$ cat src/rtl/ccker_pkg.sv
package ccker_pkg;

    localparam int BLOCKS_PER_REFILL_DEF = 16;
    localparam int DOUBLE_ROUNDS_DEF     = 4;
    localparam int REKEY_WORDS           = 10;
    localparam int CFG_IDX_W             = 3;

    // seed register indexes
    localparam logic [CFG_IDX_W-1:0] REG_KEY_LOW    = 3'd0;
    localparam logic [CFG_IDX_W-1:0] REG_KEY_SECOND = 3'd1;
    localparam logic [CFG_IDX_W-1:0] REG_KEY_THIRD  = 3'd2;
    localparam logic [CFG_IDX_W-1:0] REG_KEY_HIGH   = 3'd3;
    localparam logic [CFG_IDX_W-1:0] REG_NONCE      = 3'd4;

    localparam logic ACTION_RAW     = 1'b0;
    localparam logic ACTION_UNIFORM = 1'b1;

    // "expand 32-byte k"
    localparam logic [31:0] SIGMA [4] = '{32'h61707865, 32'h3320646e,
                                         32'h79622d32, 32'h6b206574};

    typedef enum logic [3:0] {
        S_IDLE,
        S_DISPATCH,
        S_FLOOR,
        S_DRAW,
        S_RDWAIT,
        S_MOD,
        S_BLK_INIT,
        S_ROUND,
        S_FINAL,
        S_WRITE,
        S_DONE
    } t_state;

    typedef struct packed {
        logic capture;
        logic seed;
        logic div_floor;
        logic div_word;
        logic floor_ld;
        logic value_zero;
        logic value_word;
        logic value_rem;
        logic out_ld;
        logic read_word;
        logic blk_init;
        logic round_step;
        logic final_add;
        logic write_word;
        logic next_block;
        logic rekey;
    } t_cmd;

    typedef struct packed {
        logic seeded;
        logic action;
        logic bound_small;
        logic words_empty;
        logic div_done;
        logic rounds_done;
        logic word_last;
        logic block_last;
        logic below_floor;
    } t_sts;

endpackage

$ cat src/rtl/ccker_ctrl.sv
module ccker_ctrl (
    input  logic            i_clk,
    input  logic            i_rst_n,
    input  logic            i_in_valid,
    output logic            o_in_ready,
    output logic            o_out_valid,
    input  logic            i_out_ready,
    input  ccker_pkg::t_sts i_sts,
    output ccker_pkg::t_cmd o_cmd,
    output ccker_pkg::t_state o_state
);

    ccker_pkg::t_state r_state, n_state;
    logic              r_out_valid, n_out_valid;
    ccker_pkg::t_cmd   cmd;

    always_ff @(posedge i_clk) begin
        if (!i_rst_n) begin
            r_state     <= ccker_pkg::S_IDLE;
            r_out_valid <= 1'b0;
        end else begin
            r_state     <= n_state;
            r_out_valid <= n_out_valid;
        end
    end

    always_comb begin
        cmd     = '0;
        n_state = r_state;
        case (r_state)
            ccker_pkg::S_IDLE: begin
                if (i_in_valid) begin
                    cmd.capture = 1'b1;
                    cmd.seed    = !i_sts.seeded;
                    n_state     = ccker_pkg::S_DISPATCH;
                end
            end
            ccker_pkg::S_DISPATCH: begin
                if (i_sts.action == ccker_pkg::ACTION_RAW) begin
                    n_state = ccker_pkg::S_DRAW;
                end else if (i_sts.bound_small) begin
                    cmd.value_zero = 1'b1;
                    n_state        = ccker_pkg::S_DONE;
                end else begin
                    cmd.div_floor = 1'b1;
                    n_state       = ccker_pkg::S_FLOOR;
                end
            end
            ccker_pkg::S_FLOOR: begin
                if (i_sts.div_done) begin
                    cmd.floor_ld = 1'b1;
                    n_state      = ccker_pkg::S_DRAW;
                end
            end
            ccker_pkg::S_DRAW: begin
                if (i_sts.words_empty) begin
                    n_state = ccker_pkg::S_BLK_INIT;
                end else begin
                    cmd.read_word = 1'b1;
                    n_state       = ccker_pkg::S_RDWAIT;
                end
            end
            ccker_pkg::S_RDWAIT: begin
                if (i_sts.action == ccker_pkg::ACTION_RAW) begin
                    cmd.value_word = 1'b1;
                    n_state        = ccker_pkg::S_DONE;
                end else if (i_sts.below_floor) begin
                    n_state = ccker_pkg::S_DRAW;
                end else begin
                    cmd.div_word = 1'b1;
                    n_state      = ccker_pkg::S_MOD;
                end
            end
            ccker_pkg::S_MOD: begin
                if (i_sts.div_done) begin
                    cmd.value_rem = 1'b1;
                    n_state       = ccker_pkg::S_DONE;
                end
            end
            ccker_pkg::S_BLK_INIT: begin
                cmd.blk_init = 1'b1;
                n_state      = ccker_pkg::S_ROUND;
            end
            ccker_pkg::S_ROUND: begin
                cmd.round_step = 1'b1;
                if (i_sts.rounds_done) begin
                    n_state = ccker_pkg::S_FINAL;
                end
            end
            ccker_pkg::S_FINAL: begin
                cmd.final_add = 1'b1;
                n_state       = ccker_pkg::S_WRITE;
            end
            ccker_pkg::S_WRITE: begin
                cmd.write_word = 1'b1;
                if (i_sts.word_last) begin
                    if (i_sts.block_last) begin
                        cmd.rekey = 1'b1;
                        n_state   = ccker_pkg::S_DRAW;
                    end else begin
                        cmd.next_block = 1'b1;
                        n_state        = ccker_pkg::S_BLK_INIT;
                    end
                end
            end
            ccker_pkg::S_DONE: begin
                if (!r_out_valid || i_out_ready) begin
                    cmd.out_ld = 1'b1;
                    n_state    = ccker_pkg::S_IDLE;
                end
            end
            default: begin
                n_state = ccker_pkg::S_IDLE;
            end
        endcase

        if (cmd.out_ld) begin
            n_out_valid = 1'b1;
        end else if (i_out_ready) begin
            n_out_valid = 1'b0;
        end else begin
            n_out_valid = r_out_valid;
        end
    end

    assign o_cmd       = cmd;
    assign o_state     = r_state;
    assign o_in_ready  = (r_state == ccker_pkg::S_IDLE);
    assign o_out_valid = r_out_valid;

endmodule

$ cat config.mk
export PLATFORM = sky130hd
export DESIGN_NAME = ccker_ctrl
export DESIGN_NICKNAME = d
export VERILOG_FILES = /design/src/rtl/ccker_pkg.sv /design/src/rtl/ccker_ctrl.sv
export SDC_FILE = /design/constraint.sdc
export NUM_CORES = 1
export LEC_CHECK = 0
export BUFFER_PORTS_ARGS = -buffer_cell sky130_fd_sc_hd__buf_2
export CAP_MARGIN = 20
export CORE_MARGIN = 1
export CORE_UTILIZATION = 41
export DETAILED_ROUTE_END_ITERATION = 8
export PLACE_DENSITY_LB_ADDON = 0.1
export SETUP_SLACK_MARGIN = 0.15
export SLEW_MARGIN = 20
export SYNTH_ARGS = -nofsm -noshare
export SYNTH_HDL_FRONTEND = slang
export SYNTH_SLANG_ARGS = --single-unit
$ cat constraint.sdc
create_clock -name i_clk -period 1.6 [get_ports i_clk]
set_input_delay 0.08 -clock i_clk [delete_from_list [all_inputs] [get_ports i_clk]]
set_output_delay 0.08 -clock i_clk [all_outputs]
set_load 0.01 [all_outputs]
## Word-level counts from Yosys, hierarchy flattened

Index checks and enable logic that the tools add are counted.

- Register bits after elaboration: 5
- Input bits: 13
- Output and inout port bits: 22
- Logic and storage cells: 66

- Equal/unequal tests: 16
- Muxes and demuxes: 42
- Reductions and logical operators: 6

Operator list:

| operator | number |
|---|---|
| 4-bit one-hot mux with 11 select lines | 1 |
| 4-bit 2-to-1 mux | 9 |
| 1-bit 2-to-1 mux | 25 |
| 4-bit by 3-bit == test with 1-bit output, second input constant | 4 |
| 4-bit == test, second input constant | 3 |
| 2-bit inequality test, second input constant | 6 |
| 3-bit 2-to-1 mux | 3 |
| 4-bit by 2-bit == test with 1-bit output, second input constant | 2 |
| 2-bit 2-to-1 mux | 4 |
| 6-bit AND reduction | 1 |
| 4-bit by 1-bit == test with 1-bit output, second input constant | 1 |
| 4-bit logical NOT | 1 |
| 1-bit logical NOT | 2 |
| 2-bit nonzero test | 1 |
| 1-bit logical OR | 1 |

## Logic depth before layout (Yosys ltp)

Gate-level depths: netlist (run 1).

- Word-level depth: 5
- Mapped depth: 5
- Mapped depth without buffers: 4

## Worst setup path before layout (run 1)

No wires, ideal clock.

- Kind: reg-to-output
- Start point: register r_state[2], in the netlist o_state[2]
- End point: output o_cmd[14] (netlist bit)
- Arrival: 1,558 ps
- Required time: 1,520 ps
- Path slack: -38 ps
- Stages on the path, launching flop included: 5
- Buffers on the path: 1
- Cell sequence: dfxtp_1 buf_2 nor4_1 and2_1 nor2b_1

RTL lines:

| element | line | source |
|---|---|---|
| start, declared | ccker_ctrl.sv:13 | `ccker_pkg::t_state r_state, n_state;` |
| start signal, assigned | ccker_ctrl.sv:19 | `r_state <= ccker_pkg::S_IDLE;` |
| start signal, assigned | ccker_ctrl.sv:22 | `r_state <= n_state;` |
| end, declared | ccker_ctrl.sv:9 | `output ccker_pkg::t_cmd o_cmd,` |

## Final worst setup path (run 1)

- Start point: register r_state[1], in the netlist o_state[1]
- End point: register r_state[3], in the netlist o_state[3]

- Word-level cells in the longest chain between the ends: 3
- Elaborated cells on any way between the ends: 19
- Those cells by class: eq/ne: 16; mux: 1; reduce/logical: 2

RTL lines:

| element | line | source |
|---|---|---|
| 4-bit == test (tied with other cells) | ccker_ctrl.sv:30 | `case (r_state)` |
| 2-bit inequality test (no line) | -- |  |
| 6-bit AND reduction (no line) | -- |  |

Parallel ways exist; a longest one is shown, timed or not.
A chain may end at the register's enable or synchronous reset.

==> out/metrics.cfg, run 1 <==
[outcome]
status = finished, final reports clean

[global_route]
grt_start_max_net_pins = 19
grt_overflow = 0
grt_busiest_layer = met2
use_met1_pct = 28.9
first_global_vias = 598
grt_use_total_pct = 24.0
antenna_found_initial = 0
use_met3_pct = 5.11
grt_pass1_wl_um = 2520
use_met2_pct = 39.3

[cts]
cts_sinks = 5
clk_pin_slew_ns = 0.05
worstSkewPairLatency_ns = 0.25
cts_tree = yes
cts-root-buf = clkbuf_4
htree_levels = 1
cts_buffers = 3
clockBufferDepth = 2

[floorplan]
floorplan.die_area_sq_um = 1550
start_util_pct = 44.1
fp.dieH_um = 39.4
die_w_um = 39.4
fp-row-count = 13
io_pins = 35
coreArea_sq_um = 1300

[critical_path]
crit_fanout = 5
arrival_ns = 1.70
worstSetupEndpointType = flop
cp.required_ns = 1.74
slowest_delay_ns = 0.39
setup.worst_path.class = flop to flop
slowest_stage = dfxtp_4
start_kind = flop
crit_chain = buf_4, and3b_1, o21ai_2, a31oi_1, a311oi_2

[sta]
slew_violations = 0
worstMarginPinSlew_ns = 0.293
finClkSkew_ns = 0.00583
fmax_ghz = 0.642
setup_viol_count_final = 0
finalCritPeriodShare_pct = 97.4
finalHoldViolations = 0
rsz0062_at_grt = true
fin_crit_ns = 1.56
tns_ns = 0
slew_headroom_pct = 80.4

[routing]
vias = 846
wl_per_cell_um = 17.1
drt_wl_total_um = 2440
viasPerCell = 5.92
post-route-drc-count = 0
drtAntennaViolNets = 0
drt-initial-drc-count = 30
first_pass_iters = 4

[placement]
gp_congestion = 0.823
place_inst = 128
port_buffers = 34
place_hpwl_um = 1300

[finish]
antenna_cells = 0
fin_nets = 142
final_cell_count_no_fill = 143
syn2layout_area_growth_pct = 94.6
drive_above_1_share_pct = 68.0

[power_and_ir_drop]
ir_worst_vdd_v = 0.00122
power_leakage_nw = 0.507
p_per_area_nw_per_um2 = 1850
power_mw = 2.07

[synth]
synth_top_cell_by_area = dfxtp_1
ys_top_cells_by_count = nor2_1 (11), dfxtp_1 (5), nand2b_1 (5)
synth_most_common_cell = nor2_1
synth-edff-count = 0
ys_types = 34
synth_top_area_share_pct = 17.4
synth-async-reset-ratio_pct = 0
synth_top_cells_by_area = dfxtp_1 (17%), nor2_1 (7.2%), nand2b_1 (5.4%)
synth.cell_area_sq_um = 574
syn-mean-instance-area_sq_um = 7.36
yosysSeqAreaShare_pct = 17.4
synth_nets = 91
yosys_register_bits = 5
synthCells = 78
yosysWarnings = 0
ys.flop_type = dfxtp_1

[min_path]
hp-class = input pin to flop

[flow_run]
maxCapViolCount = 0

-- report_power, final --
group          switching (mW)  total (mW)  internal (mW)
clock                  0.0628       0.154         0.0911
sequential             0.0861       0.283          0.197
combinational           0.798        1.63          0.832
-- routing by layer --
metal	vias to the layer above	part of all wire (%)
met3	6	5.7
met5	-	0
met4	0	2.1
li1	397	-
met2	41	52
met1	402	40
-- kinds of logic after synthesis --
family	count (synthesis)	synth area share [%]
flops	5	17.4
buf+inv	10	8.06
simple gates	43	48.6
compound gates	20	25.9
-- metrics by stage --
stage               instance area [sq um]  utilization [%]  hold slack, ns  worst slack, ns
detailed placement                    821             63.1           0.397           0.0174
CTS                                   866             66.5           0.157           0.0464
global route                         1120             85.9           0.221           0.0274
global placement                      821             63.1           0.388            0.128
finish                               1120             85.9           0.202           0.0422
floorplan                             602                -           0.206            0.146
-- worst max-delay path: cells and delay by family (launching register included) --
kind / cells / cell delay [ns]
buffers and inverters: 1 / 0.15
flip-flops: 1 / 0.39
AND/OR/NAND/NOR: 1 / 0.19
AO/OA/AOI/OAI: 3 / 0.73
-- state kept, by name, summed over array words and instances (netlist names) --
signal       count
o_out_valid      1
o_state          4
-- final timing paths --
check                            startpoint          end  slack [ns]  depth (start not counted)
worst max register to register   o_state[1]   o_state[3]        0.04                          5
worst max-delay path             o_state[1]   o_state[3]        0.04                          5
worst min register to register  o_out_valid  o_out_valid        0.59                          2
worst min-delay path            i_out_ready  o_out_valid        0.20                          3
-- placed cells by master, fill, tap and decap left out, types with 2 or more instances in the layout --
cell type	netlist	routed
a211oi_2	0	3
a21oi_1	3	3
a311oi_2	0	2
a31oi_1	4	4
and3_4	1	2
and3b_1	2	2
and4_1	2	2
buf_2	4	32
buf_4	1	11
buf_6	0	5
buf_8	0	2
clkbuf_4	0	3
dfxtp_4	0	4
inv_1	3	3
nand2_1	4	4
nand2b_1	5	4
nor2_1	11	9
nor2b_1	3	2
nor3_1	3	2
nor4_2	1	2
nor4_4	0	2
o211ai_1	2	2
o21ai_2	0	2
-- area by class of cell --
type,instances,area (sq um)
multi-input combinational,63,567
timing repair buffer,52,374
fill,69,184
sequential,5,115
clock buffer,3,22.5
tap,15,18.8
inverter,4,15.0
clock inverter,1,5.00
-- repair_timing --
action                                  in CTS  in global routing
endpoints found under the setup margin      13                 14
cloned                                       0                  1
resized for setup                            7                 31
hold buffers                                 0                  0
setup buffers                                0                 10
endpoints found under the hold margin        0                  0
pin swaps                                    1                  9
Power figures use the tool's default switching activity.
==> run 2, diff against run 1 <==
--- a/config.mk
+++ b/config.mk
@@ -5,7 +5,7 @@
 export SDC_FILE = /design/constraint.sdc
 export NUM_CORES = 1
 export LEC_CHECK = 0
-export BUFFER_PORTS_ARGS = -buffer_cell sky130_fd_sc_hd__buf_2
+export BUFFER_PORTS_ARGS = -buffer_cell sky130_fd_sc_hd__clkbuf_2
 export CAP_MARGIN = 20
 export CORE_MARGIN = 1
 export CORE_UTILIZATION = 41
==> out/metrics.cfg, run 2 (synthesis results as in run 1) <==
[critical_path]
crit_buf_inv = 2  ; was 1
crit_chain = buf_12, buf_6, and3b_2, o21ai_4, and3_4, a311oi_2  ; was buf_4, and3b_1, o21ai_2, a31oi_1, a311oi_2
crit_fanout = 5  ; unchanged
slowest_stage = dfxtp_4  ; unchanged
reg2reg_setup_slack_ns = 0.06  ; was 0.04 ns
arrival_ns = 1.64  ; was 1.70 ns
cp_top_family = simple AND/OR/NAND/NOR gates  ; was compound AO/OA/AOI/OAI gates
setup.worst_path.class = flop to flop  ; unchanged
slowest_delay_ns = 0.36  ; was 0.39 ns
cp.required_ns = 1.71  ; was 1.74 ns
start_kind = flop  ; unchanged
worstSetupEndpointType = flop  ; unchanged

[power_and_ir_drop]
p_clk_share_pct = 7.7  ; was 7.4%
power.internal_mw = 1.09  ; was 1.12 mW
ir_worst_vdd_v = 0.00114  ; was 0.00122 V
power_mw = 1.96  ; was 2.07 mW
p_sw_mw = 0.870  ; was 0.947 mW
swShare_pct = 44.4  ; was 45.8%
seqPwrFrac_pct = 15.2  ; was 13.7%
power_leakage_nw = 0.490  ; was 0.507 nW
share_comb_of_total_power_pct = 77.1  ; was 78.9%
p_per_area_nw_per_um2 = 1780  ; was 1850 nW/um^2

[cts]
ctsHoldBuffers = 0  ; unchanged
cts-root-buf = clkbuf_4  ; unchanged
cts_tree = yes  ; unchanged
clockBufferDepth = 2  ; unchanged
worstSkewPairLatency_ns = 0.24  ; was 0.25 ns
cts_sinks = 5  ; unchanged
clk_pin_slew_ns = 0.05  ; about the same
htree_levels = 1  ; unchanged
cts_buffers = 3  ; unchanged

[floorplan]
io_pins = 35  ; unchanged
fp-row-count = 13  ; unchanged
floorplan.die_area_sq_um = 1550  ; unchanged
fp.dieH_um = 39.4  ; unchanged
coreArea_sq_um = 1300  ; unchanged
die_w_um = 39.4  ; unchanged
start_util_pct = 44.1  ; unchanged

[routing]
drt_wl_total_um = 2190  ; was 2440 um
route.met3.wl_um = 99  ; was 140 um
first_pass_iters = 4  ; unchanged
met2_length_um = 1160  ; was 1260 um
viasPerCell = 5.81  ; was 5.92
post-route-drc-count = 0  ; unchanged
top_layer = met4  ; unchanged
wl_per_cell_um = 15.4  ; was 17.1 um
wl_met1_um = 898  ; was 988 um
vias = 825  ; was 846
drtAntennaViolNets = 0  ; unchanged
drt-initial-drc-count = 18  ; was 30

[finish]
mostFrequentLayoutCell = clkbuf_2  ; was buf_2
fin_nets = 141  ; was 142
antenna_cells = 0  ; unchanged
final_cell_count_no_fill = 142  ; was 143
largest_reg_flops = 4  ; unchanged
fin_util_pct = 84.5  ; was 85.9%
syn2layout_area_growth_pct = 91.5  ; was 94.6%
drive_above_1_share_pct = 65.4  ; was 68.0%
final_cell_mix = clkbuf_2 (28), buf_4 (11), nor2_1 (10)  ; was buf_2 (32), buf_4 (11), nor2_1 (9)

[sta]
finalHoldViolations = 0  ; unchanged
worstMarginPinSlew_ns = 0.386  ; was 0.293 ns
finalCritPeriodShare_pct = 96.2  ; was 97.4%
setup_viol_count_final = 0  ; unchanged
fmax_ghz = 0.650  ; was 0.642 GHz
worst_slack_ns = 0.0616  ; was 0.0422 ns
finClkSkew_ns = 0.00568  ; was 0.00583 ns
slew_headroom_pct = 74.3  ; was 80.4%
slew_violations = 0  ; unchanged
fin_crit_ns = 1.54  ; was 1.56 ns
tns_ns = 0  ; unchanged
rsz0062_at_grt = true  ; unchanged

[global_route]
grt_pass1_wl_um = 2990  ; was 2520 um
grt_start_max_net_pins = 11  ; was 19
grt_use_total_pct = 28.3  ; was 24.0%
first_global_vias = 647  ; was 598
grt_overflow = 0  ; unchanged
antenna_found_initial = 0  ; unchanged

[placement]
gp_congestion = 0.840  ; was 0.823
place_hpwl_um = 1330  ; was 1300 um
place_ws_ns = 0.0343  ; was 0.0174 ns
place_inst = 128  ; unchanged
port_buffers = 34  ; unchanged

[min_path]
hp-class = input pin to flop  ; unchanged

[flow_run]
maxCapViolCount = 0  ; unchanged

[outcome]
status = finished, final reports clean  ; unchanged

==> run 2: power groups by stage <==
stage / Combinational, mW / Sequential [mW] / Clock (mW)
after floorplan: 0.670 / 0.252 / 0
after global placement: 0.984 / 0.273 / 0
after detailed placement: 1.00 / 0.276 / 0
after CTS: 1.36 / 0.288 / 0.150
after global routing: 1.60 / 0.307 / 0.157
final: 1.51 / 0.299 / 0.150
==> run 2: metal layers <==
| layer | up-vias | GRT usage (%) |
|---|---|---|
| met5 | - | 0 |
| met4 | 0 | 7.76 |
| met3 | 4 | 1.14 |
| met2 | 32 | 52.5 |
| met1 | 398 | 34.6 |
| li1 | 391 | - |
==> run 2: repair_timing <==
item / in CTS / in global routing
cloned: 1 / 0
pin swaps: 3 / 9
endpoints found under the setup margin: 15 / 14
gates resized for setup: 19 / 21
setup buffers: 9 / 0
==> run 2: through the flow <==
stage | instance area, sq um | hold slack [ns]
finish | 1100 | 0.185
global route | 1100 | 0.203
CTS | 1020 | 0.157
detailed placement | 821 | 0.386
global placement | 821 | 0.378
floorplan | 602 | 0.206
==> run 2: path summary, 6_finish.rpt <==
check,startpoint,end,depth (start not counted)
max,o_state[0],o_state[0],6
min,i_rst_n,o_out_valid,3
max reg2reg,o_state[0],o_state[0],6
min reg2reg,o_out_valid,o_out_valid,2
==> run 2: final cells by class <==
class	count	area [sq um]
multi-input cells	63	556
clock buffers	4	26.3
fillers	82	201
inverters	4	15.0
well taps	15	18.8
repair buffers	51	369
flip-flops and latches	5	115
==> run 2: tightest hold or removal path: stages <==
cell,delay [ns]
clkbuf_2,0.07
inv_1,0.09
a21oi_1,0.14
==> run 3, diff against run 2 <==
--- a/config.mk
+++ b/config.mk
@@ -6,9 +6,8 @@
 export NUM_CORES = 1
 export LEC_CHECK = 0
 export BUFFER_PORTS_ARGS = -buffer_cell sky130_fd_sc_hd__clkbuf_2
-export CAP_MARGIN = 20
 export CORE_MARGIN = 1
-export CORE_UTILIZATION = 41
+export CORE_UTILIZATION = 38
 export DETAILED_ROUTE_END_ITERATION = 8
 export PLACE_DENSITY_LB_ADDON = 0.1
 export SETUP_SLACK_MARGIN = 0.15
==> out/metrics.cfg, run 3 (synthesis results as in run 1) <==
[flow_run]
maxCapViolCount = 0  ; unchanged

[placement]
gp_congestion = 0.891  ; was 0.840
placed_area_sq_um = 831  ; was 821 sq um
place_hpwl_um = 1300  ; was 1330 um
port_buffers = 34  ; unchanged
place_inst = 131  ; was 128

[cts]
cts_buffers = 3  ; unchanged
clockBufferDepth = 2  ; unchanged
clk_pin_slew_ns = 0.04  ; was 0.05 ns
cts_tree = yes  ; unchanged
htree_levels = 1  ; unchanged
cts-root-buf = clkbuf_4  ; unchanged
cts_sinks = 5  ; unchanged
worstSkewPairLatency_ns = 0.24  ; about the same

[sta]
slew_headroom_pct = 78.8  ; was 74.3%
setup_viol_count_final = 0  ; unchanged
tns_ns = 0  ; unchanged
slew_violations = 0  ; unchanged
finalCritPeriodShare_pct = 92.8  ; was 96.2%
finClkSkew_ns = 0.000547  ; was 0.00568 ns
rsz0062_at_grt = true  ; unchanged
worstMarginPinSlew_ns = 0.315  ; was 0.386 ns
fmax_ghz = 0.673  ; was 0.650 GHz
finalHoldViolations = 0  ; unchanged
fin_crit_ns = 1.49  ; was 1.54 ns

[critical_path]
worstSetupEndpointType = primary output  ; was flop
arrival_ns = 1.41  ; was 1.64 ns
ff2ff_path_depth = 4  ; was 6
setup.worst_path.class = flop to primary output  ; was flop to flop
crit_fanout = 5  ; unchanged
start_kind = flop  ; unchanged
cp.required_ns = 1.52  ; was 1.71 ns

[routing]
wl_met1_um = 790  ; was 898 um
drt-initial-drc-count = 18  ; unchanged
route.met3.wl_um = 111  ; was 99 um
top_layer = met4  ; unchanged
wl_per_cell_um = 13.9  ; was 15.4 um
viasPerCell = 5.74  ; was 5.81
met2_length_um = 1030  ; was 1160 um
drtAntennaViolNets = 0  ; unchanged
vias = 810  ; was 825
post-route-drc-count = 0  ; unchanged
drt_wl_total_um = 1950  ; was 2190 um
first_pass_iters = 4  ; unchanged

[floorplan]
die_w_um = 40.9  ; was 39.4 um
coreArea_sq_um = 1350  ; was 1300 sq um
floorplan.die_area_sq_um = 1670  ; was 1550 sq um
fp.dieH_um = 40.9  ; was 39.4 um
fp-row-count = 13  ; unchanged
io_pins = 35  ; unchanged
start_util_pct = 42.5  ; was 44.1%

[finish]
final_cell_area_sq_um = 1050  ; was 1100 sq um
syn2layout_area_growth_pct = 83.7  ; was 91.5%
drive_above_1_share_pct = 65.1  ; was 65.4%
final_cell_count_no_fill = 141  ; was 142
mostFrequentLayoutCell = clkbuf_2  ; unchanged
antenna_cells = 0  ; unchanged
final_cell_mix = clkbuf_2 (28), buf_4 (12), nor2_1 (9)  ; was clkbuf_2 (28), buf_4 (11), nor2_1 (10)
layout.filler_cells = 95  ; was 82
largest_reg_flops = 4  ; unchanged
fin_nets = 140  ; was 141

[min_path]
hp-class = input pin to flop  ; unchanged
whs_path_depth = 3  ; unchanged

[power_and_ir_drop]
power_leakage_nw = 0.477  ; was 0.490 nW
p_per_area_nw_per_um2 = 1740  ; was 1780 nW/um^2
ir_worst_vdd_v = 0.00104  ; was 0.00114 V
power_mw = 1.84  ; was 1.96 mW

[global_route]
grt_overflow = 0  ; unchanged
antenna_found_initial = 0  ; unchanged
first_global_vias = 619  ; was 647
grt_start_max_net_pins = 12  ; was 11
grt_pass1_wl_um = 2460  ; was 2990 um
grt_use_total_pct = 21.6  ; was 28.3%

[outcome]
status = finished, final reports clean  ; unchanged

-- run 3: per-stage QoR --
stage	utilization, %	setup WS [ns]	hold WS, ns
detailed placement	61.5	0.106	0.379
global placement	61.5	0.146	0.377
finish	78.1	0.115	0.184
floorplan	-	0.146	0.206
CTS	67.5	0.0483	0.141
global route	78.1	0.0534	0.184
-- run 3: final timing paths --
check,start,endpoint,slack (ns)
setup reg to reg,o_state[3],o_state[0],0.17
hold / removal,i_rst_n,o_state[2],0.18
setup / recovery,o_state[1],o_cmd[14],0.11
hold reg to reg,o_out_valid,o_out_valid,0.55
-- run 3: power breakdown --
| group | internal [mW] | total, mW | switching [mW] |
|---|---|---|---|
| combinational | 0.701 | 1.42 | 0.718 |
| clock | 0.0939 | 0.140 | 0.0464 |
| sequential | 0.193 | 0.279 | 0.0864 |
-- run 3: routing by layer --
metal,global-route usage (%),vias up
met1,24.9,372
met3,1.63,4
met5,0,-
met2,41.8,40
li1,-,394
met4,5.00,0
-- run 3: cell type report --
type	count	area [sq um]	area share [%]
Sequential cell	5	113	10.7
Inverter	4	15.0	1.42
Multi-Input combinational cell	63	564	53.5
Tap cell	15	18.8	1.78
Timing Repair Buffer	50	318	30.1
Clock buffer	4	26.3	2.49
-- run 3: critical path, stage by stage (launching register included) --
cell     delay, ns
dfxtp_4       0.35
buf_6         0.12
nor4_4        0.28
and2_4        0.19
nor2b_4       0.13
buf_6         0.10
-- run 3: repair_timing --
action,4_1_cts,5_1_grt
setup endpoints to repair,16,16
pin swaps,0,3
setup buffers,0,6
hold buffers,0,0
cloned,0,0
gates resized for setup,11,29
